[config.mk]
export PLATFORM = sky130hd
export DESIGN_NAME = header_length_checksum_frame_parser
export DESIGN_NICKNAME = d
export VERILOG_FILES = /design/src/hlcfp_pkg.sv /design/src/hlcfp_core.sv /design/src/hlcfp_out_buf.sv /design/src/header_length_checksum_frame_parser.sv
export SDC_FILE = /design/constraint.sdc
export NUM_CORES = 1
export LEC_CHECK = 0
export BUFFER_PORTS_ARGS = -buffer_cell sky130_fd_sc_hd__buf_4
export CORE_ASPECT_RATIO = 1.75
export CORE_MARGIN = 3
export CORE_UTILIZATION = 30
export CTS_CLUSTER_DIAMETER = 60
export CTS_CLUSTER_SIZE = 40
export DETAILED_ROUTE_END_ITERATION = 8
export GPL_TIMING_DRIVEN = 1
export PLACE_DENSITY_LB_ADDON = 0.3
export SKIP_CTS_REPAIR_TIMING = 1
export SLEW_MARGIN = 10
export SYNTH_ARGS = -nofsm -noshare
export SYNTH_HDL_FRONTEND = slang
export SYNTH_SLANG_ARGS = --single-unit
[constraint.sdc]
create_clock -name clk -period 8.9 [get_ports clk]
set_clock_uncertainty 0.2 [all_clocks]
set_input_delay 0.445 -clock clk [delete_from_list [all_inputs] [get_ports clk]]
set_output_delay 0.445 -clock clk [all_outputs]
set_load 0.01 [all_outputs]
[src/hlcfp_pkg.sv]
// Package for the header/length/checksum frame parser.
// Holds the framing byte constants, the result kind codes and the result record type.
// Has no dependencies.
package hlcfp_pkg;

  localparam logic [7:0] HDR_FIRST  = 8'hAA;
  localparam logic [7:0] HDR_SECOND = 8'hCC;
  localparam logic [7:0] TAIL_BYTE  = 8'hEE;

  localparam logic KIND_PAYLOAD   = 1'b0;
  localparam logic KIND_FRAME_END = 1'b1;

  typedef struct packed {
    logic        result_kind;
    logic [7:0]  payload_byte;
    logic [15:0] payload_index;
    logic [7:0]  command;
    logic [15:0] frame_id;
    logic [15:0] frame_length;
    logic [7:0]  computed_sum;
    logic [7:0]  received_sum;
    logic        tail_ok;
  } result_t;

endpackage

[src/hlcfp_core.sv]
// Parser core: frame state, header fields, running sum and result formation.
// Depends on hlcfp_pkg for the framing constants and the result record type.
module hlcfp_core import hlcfp_pkg::*; (
  input  logic       clk,
  input  logic       rst_n,
  input  logic       in_fire,
  input  logic [7:0] rx_byte,
  output logic       res_valid,
  output result_t    res
);

  localparam logic [3:0] ST_HDR1    = 4'd0;
  localparam logic [3:0] ST_HDR2    = 4'd1;
  localparam logic [3:0] ST_CMD     = 4'd2;
  localparam logic [3:0] ST_ID_HI   = 4'd3;
  localparam logic [3:0] ST_ID_LO   = 4'd4;
  localparam logic [3:0] ST_LEN_HI  = 4'd5;
  localparam logic [3:0] ST_LEN_LO  = 4'd6;
  localparam logic [3:0] ST_PAYLOAD = 4'd7;
  localparam logic [3:0] ST_CSUM    = 4'd8;
  localparam logic [3:0] ST_TAIL    = 4'd9;

  logic [3:0]  state_r, state_nxt;
  logic [7:0]  sum_r, sum_nxt;
  logic [7:0]  command_r, command_nxt;
  logic [15:0] id_r, id_nxt;
  logic [15:0] length_r, length_nxt;
  logic [15:0] count_r, count_nxt;
  logic [7:0]  checksum_r, checksum_nxt;
  logic [15:0] count_inc;
  logic [7:0]  sum_base;

  always_comb begin
    state_nxt    = state_r;
    command_nxt  = command_r;
    id_nxt       = id_r;
    length_nxt   = length_r;
    count_nxt    = count_r;
    checksum_nxt = checksum_r;
    sum_base     = sum_r;
    count_inc    = count_r + 16'd1;
    res_valid    = 1'b0;
    res          = '0;
    res.command      = command_r;
    res.frame_id     = id_r;
    res.frame_length = length_r;
    case (state_r)
      ST_HDR1: begin
        if (rx_byte == HDR_FIRST) begin
          state_nxt = ST_HDR2;
          sum_base  = 8'd0;
        end
      end
      ST_HDR2: begin
        if (rx_byte == HDR_SECOND) begin
          state_nxt = ST_CMD;
        end
      end
      ST_CMD: begin
        command_nxt = rx_byte;
        state_nxt   = ST_ID_HI;
      end
      ST_ID_HI: begin
        id_nxt    = {rx_byte, 8'd0};
        state_nxt = ST_ID_LO;
      end
      ST_ID_LO: begin
        id_nxt    = {id_r[15:8], rx_byte};
        state_nxt = ST_LEN_HI;
      end
      ST_LEN_HI: begin
        length_nxt = {rx_byte, 8'd0};
        state_nxt  = ST_LEN_LO;
      end
      ST_LEN_LO: begin
        length_nxt = {length_r[15:8], rx_byte};
        count_nxt  = 16'd0;
        state_nxt  = ST_PAYLOAD;
      end
      ST_PAYLOAD: begin
        res_valid         = 1'b1;
        res.result_kind   = KIND_PAYLOAD;
        res.payload_byte  = rx_byte;
        res.payload_index = count_r;
        res.computed_sum  = sum_r + rx_byte;
        count_nxt         = count_inc;
        if (count_inc >= length_r) begin
          state_nxt = ST_CSUM;
        end
      end
      ST_CSUM: begin
        checksum_nxt = rx_byte;
        state_nxt    = ST_TAIL;
      end
      ST_TAIL: begin
        res_valid        = 1'b1;
        res.result_kind  = KIND_FRAME_END;
        res.computed_sum = sum_r - checksum_r;
        res.received_sum = checksum_r;
        res.tail_ok      = (rx_byte == TAIL_BYTE);
        state_nxt        = ST_HDR1;
      end
      default: begin
        state_nxt = ST_HDR1;
      end
    endcase
    sum_nxt = sum_base + rx_byte;
    res_valid = res_valid & in_fire;
  end

  always_ff @(posedge clk) begin
    if (!rst_n) begin
      state_r    <= ST_HDR1;
      sum_r      <= 8'd0;
      command_r  <= 8'd0;
      id_r       <= 16'd0;
      length_r   <= 16'd0;
      count_r    <= 16'd0;
      checksum_r <= 8'd0;
    end else if (in_fire) begin
      state_r    <= state_nxt;
      sum_r      <= sum_nxt;
      command_r  <= command_nxt;
      id_r       <= id_nxt;
      length_r   <= length_nxt;
      count_r    <= count_nxt;
      checksum_r <= checksum_nxt;
    end
  end

endmodule

[src/hlcfp_out_buf.sv]
// Two-entry result buffer between the parser core and the result channel.
// Depends on hlcfp_pkg for the result record type.
module hlcfp_out_buf import hlcfp_pkg::*; (
  input  logic    clk,
  input  logic    rst_n,
  input  logic    push,
  input  result_t push_data,
  output logic    full,
  output logic    out_valid,
  input  logic    out_ready,
  output result_t out_data
);

  result_t    ent_r [2];
  logic       wr_ptr_r, wr_ptr_nxt;
  logic       rd_ptr_r, rd_ptr_nxt;
  logic [1:0] count_r, count_nxt;
  logic       pop;

  assign full      = (count_r == 2'd2);
  assign out_valid = (count_r != 2'd0);
  assign out_data  = ent_r[rd_ptr_r];
  assign pop       = out_valid & out_ready;

  always_comb begin
    wr_ptr_nxt = push ? ~wr_ptr_r : wr_ptr_r;
    rd_ptr_nxt = pop ? ~rd_ptr_r : rd_ptr_r;
    count_nxt  = count_r + {1'b0, push} - {1'b0, pop};
  end

  always_ff @(posedge clk) begin
    if (!rst_n) begin
      wr_ptr_r <= 1'b0;
      rd_ptr_r <= 1'b0;
      count_r  <= 2'd0;
    end else begin
      wr_ptr_r <= wr_ptr_nxt;
      rd_ptr_r <= rd_ptr_nxt;
      count_r  <= count_nxt;
    end
  end

  always_ff @(posedge clk) begin
    if (push) begin
      ent_r[wr_ptr_r] <= push_data;
    end
  end

endmodule

[src/header_length_checksum_frame_parser.sv]
// Channel   Direction  Handshake              Payload
// in_       input      in_valid / in_ready    in_rx_byte
// out_      output     out_valid / out_ready  result kind, payload byte and index, frame fields
//
// One byte per cycle is taken unless stalled; the parser state updates on each transaction.
// A payload or frame-end result is registered into the result buffer and leaves it in order.
// A two-entry result buffer lets the input run while a result waits to be taken.
// Input stalls only when both buffer entries are occupied. Reset is synchronous, active low.
// Top level of the frame parser; depends on hlcfp_pkg, hlcfp_core and hlcfp_out_buf.
module header_length_checksum_frame_parser import hlcfp_pkg::*; (
  input  logic        clk,
  input  logic        rst_n,
  input  logic        in_valid,
  output logic        in_ready,
  input  logic [7:0]  in_rx_byte,
  output logic        out_valid,
  input  logic        out_ready,
  output logic        out_result_kind,
  output logic [7:0]  out_payload_byte,
  output logic [15:0] out_payload_index,
  output logic [7:0]  out_command,
  output logic [15:0] out_frame_id,
  output logic [15:0] out_frame_length,
  output logic [7:0]  out_computed_sum,
  output logic [7:0]  out_received_sum,
  output logic        out_tail_ok
);

  logic    in_fire;
  logic    buf_full;
  logic    res_valid;
  result_t res;
  result_t out_data;

  assign in_ready = ~buf_full;
  assign in_fire  = in_valid & in_ready;

  hlcfp_core u_core (
    .clk       (clk),
    .rst_n     (rst_n),
    .in_fire   (in_fire),
    .rx_byte   (in_rx_byte),
    .res_valid (res_valid),
    .res       (res)
  );

  hlcfp_out_buf u_out_buf (
    .clk       (clk),
    .rst_n     (rst_n),
    .push      (res_valid),
    .push_data (res),
    .full      (buf_full),
    .out_valid (out_valid),
    .out_ready (out_ready),
    .out_data  (out_data)
  );

  assign out_result_kind   = out_data.result_kind;
  assign out_payload_byte  = out_data.payload_byte;
  assign out_payload_index = out_data.payload_index;
  assign out_command       = out_data.command;
  assign out_frame_id      = out_data.frame_id;
  assign out_frame_length  = out_data.frame_length;
  assign out_computed_sum  = out_data.computed_sum;
  assign out_received_sum  = out_data.received_sum;
  assign out_tail_ok       = out_data.tail_ok;

endmodule
==> flow_summary_export.csv, run 1 <==
group,metric,value,unit
run_status,status,"complete, no violations",
final_layout,nNetsFinal,989,
synth,synth.avg_cell_area,12.4,um^2
detailed_routing,routedWlPerCell,17.9,um
global_route,antenna_found_initial,0,
global_route,overflow,0,
pwr,leakagePower,4.45,nW
die,start_util,30.6,%
worst_setup_path,r2r-end,"u_out_buf.ent_r[0][41]",
worst_setup_path,crit_cells,6,
final_layout,fin_area,12400,um^2
die,row_count,91,
worst_setup_path,endpoint_kind,"register",
timing,min_period,3870,ps
timing,max_freq,258,MHz
die,fp.coreArea,35400,um^2
detailed_routing,drt_wl_total,25200,um
global_route,grt_max_degree,73,
worst_setup_path,critPathMaxStageDelay,950,ps
placed_design,dp.cells,1391,
placed_design,gp_congestion,0.820,
placed_design,io_buffers,95,
synth,yosys_warnings,0,
pwr,power_density,168,nW/um^2
timing,hold_viol,0,
timing,rsz0062_at_grt,"no",
worst_setup_path,path_class,"reg -> reg",
final_layout,syn_to_final_growth,14.7,%
clock_network,cts_tree,"yes",
clock_network,cts_inserted_buffers,12,
clock_network,clk_latency,530,ps
global_route,grt_pass1_wl,39500,um
timing,slew_headroom,28.5,%
detailed_routing,firstDrtPassIters,5,
synth,ys.flop_type,"edfxtp_1",
synth,yosysSeqAreaShare,60.5,%
clock_network,cts_max_level,1,
clock_network,cts-root-buf,"clkbuf_16",
placed_design,dpl_cell_area,12000,um^2
die,dieArea,38500,um^2
clock_network,clock-sinks,245,
timing,worst_pin_slew,1070,ps
detailed_routing,drtIter0Drc,333,
global_route,grt_pass1_vias,6903,
timing,final-setup-viol-count,0,
worst_setup_path,crit_chain,"nor2b_1, nand3b_1, inv_2, nor2_2, nor3_2, buf_4",
die,dieHeight,257,um
worst_hold_path,holdPathEnd,"u_core.id_r[8]",
timing,slew_violations,0,
detailed_routing,routed_via_density,4.75,
clock_network,clk_path_buf_depth,3,
final_layout,final_cell_count_no_fill,1411,
final_layout,fill_cells,3446,
global_route,track_usage,13.1,%
synth,syn_inst,869,
clock_network,clkSlewWorstSetupHoldPaths,140,ps
pwr,p_switching,0.000517,W
pwr,p_int,0.00156,W
synth,syn_area,10800,um^2
pwr,power.total,0.00208,W
worst_hold_path,hold_depth,3,
pwr,swShare,24.9,%
worst_setup_path,reg2reg_slack,5030,ps
die,ios,96,
synth,syn_nets,918,
final_layout,final_cell_mix,"edfxtp_1, buf_4, mux2_2",
worst_setup_path,worstPathMaxFanout,72,
pwr,seqPwrFrac,58.9,%
worst_hold_path,min_from,"in_rx_byte[0]",
worst_setup_path,timing.rr.start,"u_core.state_r[0]",
worst_hold_path,hp-class,"in -> reg",
detailed_routing,ant_nets,0,
worst_setup_path,critPathArrivalTime,3820,ps
final_layout,layout_commonest_cell,"edfxtp_1",
synth,async_flop_share,0,%
worst_setup_path,crit_family,"simple AND/OR/NAND/NOR gates",
worst_setup_path,r2r.worst_path.cells,6,
worst_setup_path,cp.required,8850,ps
worst_setup_path,cp-start-kind,"register",
pwr,pwr-share-comb,8.2,%
final_layout,drive_above_1_share,23.4,%
pwr,clock_power_share,32.9,%
detailed_routing,vias,6703,
timing,fin_setup_tns,0,ps
detailed_routing,drc,0,
die,die_w,150,um
timing,fin_crit_sh,43.5,%
worst_setup_path,path_buf_inv,2,
final_layout,diodes,0,
synth,synth_edf_count,164,
worst_setup_path,worst_path_max_delay_cell,"buf_4",
synth,synth.distinct_cells,59,
placed_design,dp_hpwl,17300,um
run,drv_cap,0,
timing,fin_hold_ws,55.5,ps
synth,yosys_register_bits,245,
pwr,ir_drop,0.105,mV
## layer usage
layer / vias up / wire length (um) / global-route usage [%]
met1: 3260 / 9710 / 14.9
met5: - / 0 / 0
met4: 0 / 759 / 4.68
met2: 125 / 13900 / 24.9
met3: 35 / 895 / 1.36
li1: 3283 / - / -
## Yosys cell counts, drive strengths merged (21+ instances only)
master | count | share of area [%]
a21oi | 48 | 2.3
and2 | 44 | 2.5
clkbuf | 29 | 1.0
dfxtp | 81 | 15
edfxtp | 164 | 46
ha | 35 | 4.0
inv | 31 | 1.1
mux2 | 82 | 8.5
mux2i | 22 | 2.0
nand2 | 53 | 1.8
nand3 | 32 | 1.5
nor2 | 78 | 2.8
xnor2 | 21 | 1.7
## tightest hold or removal path: cells and delay by family
| kind | cells | cell delay [ps] |
|---|---|---|
| AOI/OAI and AO/OA | 1 | 60 |
| buffers and inverters | 1 | 170 |
| and+or+nand+nor | 1 | 80 |
## cell families after synthesis
kind of cell               after synthesis  synth area share [%]
muxes                                  104                  10.6
xor gates and xnor gates                32                  2.72
AOI/OAI and AO/OA                      111                  6.34
and+or+nand+nor                        265                  12.6
adders and majority gates               37                  4.42
buffers and inverters                   75                  2.81
DFF                                    245                  60.5
## through the flow
step           worst slack [ps]  util, %
2_1_floorplan              1440        -
3_3_place_gp               5080     33.8
3_5_place_dp               5020     33.8
6_report                   5030     35.0
4_1_cts                    4970     35.0
5_1_grt                    4590     35.0
## layout make-up
type / instances / area, um^2 / share of cell area [%]
Timing Repair Buffer: 101 / 758 / 6.11
Sequential cell: 245 / 6550 / 52.8
Clock inverter: 8 / 128 / 1.03
Tap cell: 465 / 582 / 4.69
Clock buffer: 12 / 300 / 2.42
Inverter: 31 / 116 / 0.938
Multi-Input combinational cell: 549 / 3980 / 32.0
## how the worst max path moves through the flow
stage | endpoint | slack [ps] | startpoint
after CTS | u_out_buf.ent_r[0][15] | 4970 | u_core.state_r[0]
after detailed placement | u_out_buf.ent_r[0][53] | 5020 | u_core.state_r[0]
after floorplan | u_out_buf.ent_r[0][0] | 1440 | u_core.state_r[2]
after global routing | u_out_buf.ent_r[0][15] | 4590 | u_core.state_r[0]
after global placement | u_out_buf.ent_r[0][53] | 5080 | u_core.state_r[0]
final | u_out_buf.ent_r[0][41] | 5030 | u_core.state_r[0]
## registers in the layout, indices dropped and copies added, names as in the netlist, named ones only
| signal | cells |
|---|---|
| u_core.length_r | 16 |
| u_core.id_r | 16 |
| u_out_buf.count_r | 2 |
| u_core.state_r | 4 |
| u_core.checksum_r | 8 |
| u_out_buf.ent_r | 164 |
| u_core.count_r | 16 |
| u_out_buf.wr_ptr_r | 1 |
| u_out_buf.rd_ptr_r | 1 |
| u_core.command_r | 8 |
| u_core.sum_r | 8 |
## power by group through the flow
stage | Sequential (W) | Clock [W] | Combinational (W)
4_1_cts | 0.00123 | 0.000706 | 0.000173
2_1_floorplan | 0.00124 | 0 | 0.000137
3_3_place_gp | 0.00125 | 0 | 0.000170
3_5_place_dp | 0.00125 | 0 | 0.000172
6_report | 0.00123 | 0.000685 | 0.000171
5_1_grt | 0.00123 | 0.000738 | 0.000191
Power figures use the tool's default switching activity.
==> run 2: changes to the inputs <==
==> constraint.sdc (replaced) <==
create_clock -name clk -period 3.41 [get_ports clk]
set_clock_uncertainty 0.2 [all_clocks]
set_input_delay 0.1705 -clock clk [delete_from_list [all_inputs] [get_ports clk]]
set_output_delay 0.1705 -clock clk [all_outputs]
set_load 0.01 [all_outputs]
==> flow_summary_export.csv, run 2 (same netlist as run 1, synthesis figures left out) <==
group,metric,value,unit
run_status,status,"complete, no violations",
global_route,overflow,0,
clock_network,clk_latency,520,ps
pwr,swShare,25.5,%
global_route,grt_max_degree,57,
timing,worst_pin_slew,900,ps
clock_network,cts_inserted_buffers,14,
detailed_routing,vias,6903,
pwr,ir_drop,0.428,mV
timing,slew_headroom,39.9,%
worst_setup_path,worstPathMaxFanout,5,
detailed_routing,routed_via_density,4.74,
placed_design,dp_slack,109,ps
final_layout,fill_cells,3431,
clock_network,clkSlewWorstSetupHoldPaths,140,ps
timing,min_period,3230,ps
final_layout,nNetsFinal,1032,
timing,rsz0062_at_grt,"no",
pwr,p_int,0.00428,W
detailed_routing,wl_met1,9970,um
pwr,seqPwrFrac,55.7,%
worst_setup_path,critPathArrivalTime,3450,ps
timing,final-setup-viol-count,0,
worst_setup_path,endpoint_kind,"register",
global_route,grt_pass1_vias,7069,
die,start_util,30.6,%
final_layout,largest_reg_flops,164,
worst_setup_path,cp-start-kind,"input port",
timing,fin_hold_ws,240,ps
placed_design,io_buffers,95,
detailed_routing,drtIter0Drc,426,
pwr,clock_power_share,36.0,%
detailed_routing,routedWlPerCell,18.0,um
worst_setup_path,cp.required,3630,ps
global_route,grt_pass1_wl,40600,um
detailed_routing,wl_met2,14800,um
pwr,pwr-share-comb,8.3,%
final_layout,drive_above_1_share,26.2,%
placed_design,dp_hpwl,18300,um
final_layout,final_cell_mix,"edfxtp_1, buf_4, mux2_2",
detailed_routing,drt_wl_total,26200,um
run,drv_cap,0,
final_layout,final_util,36.6,%
clock_network,cts-root-buf,"clkbuf_16",
worst_setup_path,worst_path_max_delay_cell,"dlygate4sd3_1",
die,dieArea,38500,um^2
worst_setup_path,path_class,"in -> reg",
clock_network,cts_tree,"yes",
final_layout,ff_latch_area,6550,um^2
die,die_w,150,um
clock_network,clock-sinks,245,
timing,hold_viol,0,
die,dieHeight,257,um
worst_setup_path,critPathMaxStageDelay,550,ps
final_layout,multi_input_area,4010,um^2
worst_setup_path,crit_chain,"dlygate4sd3_1, buf_4, inv_1, ha_1, nand4_1, nor4_2, nand3_1, and2_1, ha_1, nand3_1, o211ai_1, o41ai_1, xor2_1, a211o_1, a31oi_1",
detailed_routing,firstDrtPassIters,5,
pwr,p_switching,0.00146,W
detailed_routing,dr_wl_met3,912,um
worst_hold_path,hp-class,"reg -> reg",
timing,fin_setup_tns,0,ps
die,ios,96,
placed_design,gp_congestion,0.822,
global_route,antenna_found_initial,0,
final_layout,top_register,"u_out_buf.ent_r",
pwr,leakagePower,4.72,nW
timing,slew_violations,0,
clock_network,cts_max_level,1,
worst_setup_path,crit_family,"simple AND/OR/NAND/NOR gates",
timing,timing.final.ws_setup,181,ps
pwr,power.total,0.00575,W
detailed_routing,ant_nets,0,
timing,fin_crit_sh,94.7,%
final_layout,diodes,0,
die,fp.coreArea,35400,um^2
global_route,track_usage,13.5,%
worst_setup_path,path_buf_inv,3,
die,row_count,91,
pwr,power_density,444,nW/um^2
detailed_routing,routed.top_layer,"met4",
detailed_routing,drc,0,
timing,max_freq,310,MHz
final_layout,layout_commonest_cell,"edfxtp_1",
final_layout,syn_to_final_growth,19.7,%
clock_network,clk_path_buf_depth,3,
run 2: cell types whose count changed in the layout (fill, tap and decap cells not counted), moves of 2 or more:
cell / before / now
buf_12: 0 / 3
buf_4: 101 / 127
clkbuf_16: 12 / 15
clkinv_16: 1 / 3
dfxtp_1: 80 / 78
dfxtp_2: 0 / 2
dlygate4sd3_1: 0 / 12
inv_12: 1 / 3
run 2: stage by stage:
step | instances | area (um^2)
finish | 1456 | 12900
detailed placement | 1420 | 12300
global route | 1456 | 12900
floorplan | 869 | 10800
global placement | 1420 | 12300
CTS | 1444 | 12800
run 2: layout make-up:
type	count	area share (%)
clock inverters	9	1.35
well taps	465	4.49
repair buffers	142	8.76
flip-flops and latches	245	50.6
multi-input cells	549	31.0
clock buffers	15	2.90
inverters	31	0.899
run 2: power groups by stage:
stage | registers [W] | logic, W | clock network [W]
global route | 0.00321 | 0.000527 | 0.00225
floorplan | 0.00323 | 0.000358 | 0
global placement | 0.00327 | 0.000456 | 0
CTS | 0.00320 | 0.000465 | 0.00214
finish | 0.00320 | 0.000476 | 0.00207
detailed placement | 0.00327 | 0.000462 | 0
run 2: path summary, 6_finish.rpt:
| kind | start | to | slack [ps] | cells after the start |
|---|---|---|---|---|
| worst min register to register | u_core.id_r[5] | u_out_buf.ent_r[1][38] | 240 | 0 |
| worst min-delay path | u_core.id_r[5] | u_out_buf.ent_r[1][38] | 240 | 0 |
| worst max register to register | u_core.count_r[1] | u_core.state_r[3] | 230 | 12 |
| worst max-delay path | in_rx_byte[0] | u_core.sum_r[7] | 180 | 15 |
run 2: metal layers:
| metal | GRT usage (%) | vias to the layer above |
|---|---|---|
| met5 | 0 | - |
| met4 | 3.84 | 0 |
| met1 | 14.8 | 3405 |
| met2 | 26.5 | 105 |
| met3 | 1.62 | 29 |
| li1 | - | 3364 |
==> run 3: changes to the inputs <==
--- a/config.mk
+++ b/config.mk
@@ -7,7 +7,7 @@
 export LEC_CHECK = 0
 export BUFFER_PORTS_ARGS = -buffer_cell sky130_fd_sc_hd__buf_4
 export CORE_ASPECT_RATIO = 1.75
-export CORE_MARGIN = 3
+export CORE_MARGIN = 2
 export CORE_UTILIZATION = 30
 export CTS_CLUSTER_DIAMETER = 60
 export CTS_CLUSTER_SIZE = 40
==> flow_summary_export.csv, run 3 (same netlist as run 1, synthesis figures left out) <==
group,metric,value,unit
run_status,status,"finished with violations",
run_status,violations,"hold timing",
placed_design,dp.cells,1420,
detailed_routing,drt_wl_total,25800,um
die,dieArea,37700,um^2
worst_setup_path,cp.required,3620,ps
detailed_routing,routed.top_layer,"met4",
final_layout,largest_reg_flops,164,
timing,slew_violations,0,
worst_setup_path,r2r.worst_path.cells,12,
placed_design,dp_hpwl,18100,um
detailed_routing,vias,6881,
pwr,power_density,430,nW/um^2
worst_setup_path,cp-start-kind,"register",
timing,fin_hold_ws,-3.50,ps
worst_setup_path,crit_end,"u_core.state_r[0]",
final_layout,diodes,0,
global_route,overflow,0,
worst_hold_path,hp-class,"in -> reg",
final_layout,top_register,"u_out_buf.ent_r",
detailed_routing,wl_met1,9790,um
pwr,ir_drop,0.259,mV
clock_network,clkSlewWorstSetupHoldPaths,130,ps
global_route,grt_max_degree,69,
worst_setup_path,worstPathMaxFanout,6,
run,drv_cap,0,
timing,max_freq,309,MHz
die,ios,96,
timing,min_period,3240,ps
die,fp.coreArea,35800,um^2
final_layout,final_util,35.7,%
clock_network,clk_path_buf_depth,3,
placed_design,io_buffers,95,
clock_network,clock-sinks,245,
timing,worst_pin_slew,847,ps
global_route,grt_pass1_wl,38800,um
final_layout,syn_to_final_growth,18.3,%
detailed_routing,drc,0,
detailed_routing,routed_via_density,4.74,
final_layout,drive_above_1_share,25.6,%
clock_network,cts_inserted_buffers,12,
global_route,track_usage,13.3,%
final_layout,final_cell_count_no_fill,1451,
die,dieHeight,255,um
detailed_routing,firstDrtPassIters,7,
worst_setup_path,crit_start,"u_core.count_r[1]",
worst_setup_path,endpoint_kind,"register",
worst_setup_path,critPathArrivalTime,3450,ps
final_layout,nNetsFinal,1024,
global_route,antenna_found_initial,0,
worst_setup_path,reg2reg_slack,170,ps
global_route,grt_pass1_vias,6958,
pwr,leakagePower,4.65,nW
detailed_routing,drtIter0Drc,350,
detailed_routing,ant_nets,0,
timing,fin_crit_sh,94.9,%
clock_network,cts_tree,"yes",
clock_network,clk_latency,520,ps
worst_setup_path,path_class,"reg -> reg",
final_layout,layout_commonest_cell,"edfxtp_1",
placed_design,gp_congestion,0.809,
final_layout,final_cell_mix,"edfxtp_1, buf_4, mux2_2",
die,row_count,92,
detailed_routing,dr_wl_met3,797,um
clock_network,cts_max_level,1,
timing,slew_headroom,43.1,%
detailed_routing,routedWlPerCell,17.8,um
detailed_routing,wl_met2,14300,um
timing,final-setup-viol-count,0,
timing,hold_viol,1,
die,die_w,148,um
clock_network,cts-root-buf,"clkbuf_16",
worst_setup_path,r2r-end,"u_core.state_r[0]",
die,start_util,30.2,%
worst_setup_path,timing.rr.start,"u_core.count_r[1]",
==> run 3: worst min path at each step <==
stage                             end  depth (start not counted)           startpoint  slack (ps)
5_1_grt          u_core.checksum_r[0]                          5        in_rx_byte[0]          50
6_report         u_core.checksum_r[0]                          5        in_rx_byte[0]          -4
2_1_floorplan      u_core.length_r[1]                          2        in_rx_byte[1]         110
3_5_place_dp   u_out_buf.ent_r[1][52]                          0  u_core.command_r[3]         240
4_1_cts            u_core.length_r[5]                          3        in_rx_byte[5]        -260
3_3_place_gp   u_out_buf.ent_r[1][56]                          0  u_core.command_r[7]         230
==> run 3: cell type report <==
class,count,area [um^2]
fillers,3516,23000
flip-flops and latches,245,6550
multi-input cells,549,4010
repair buffers,136,1090
well taps,470,588
clock buffers,14,350
inverters,31,116
clock inverters,6,92.6
==> run 3: power by group <==
part	internal [W]	switching (W)	leakage (nW)	total (W)
clock network	0.000856	0.000979	0.213	0.00183
logic	0.000218	0.000247	2.25	0.000465
registers	0.00315	0.0000522	2.18	0.00320
total	0.00422	0.00128	4.65	0.00550
==> run 3: critical path, cell delays in order (launching register included) <==
cell	delay, ps
dfxtp_1	400
ha_1	260
nand3_2	160
nor4_4	330
nand3_1	180
xnor2_1	170
ha_1	300
nand2_1	50
o211ai_1	200
a41o_1	160
nand3_2	120
or4b_1	500
a21oi_1	130
==> run 3: per-stage QoR <==
step           area (um^2)  hold slack (ps)  total power (W)  TNS [ps]  setup WS, ps
2_1_floorplan        10800              107          0.00359    -17400          -212
3_3_place_gp         12200              232          0.00373         0           165
3_5_place_dp         12200              240          0.00373         0          78.7
4_1_cts              12700             -255          0.00557         0          41.4
5_1_grt              12800             54.9          0.00570     -1.83         -1.83
6_report             12800            -3.50          0.00550         0           173
==> run 3: metal layers <==
metal | vias to the layer above | track usage [%]
met5 | - | 0
met1 | 3394 | 14.1
met3 | 41 | 1.44
met4 | 0 | 5.38
li1 | 3330 | -
met2 | 116 | 26.3
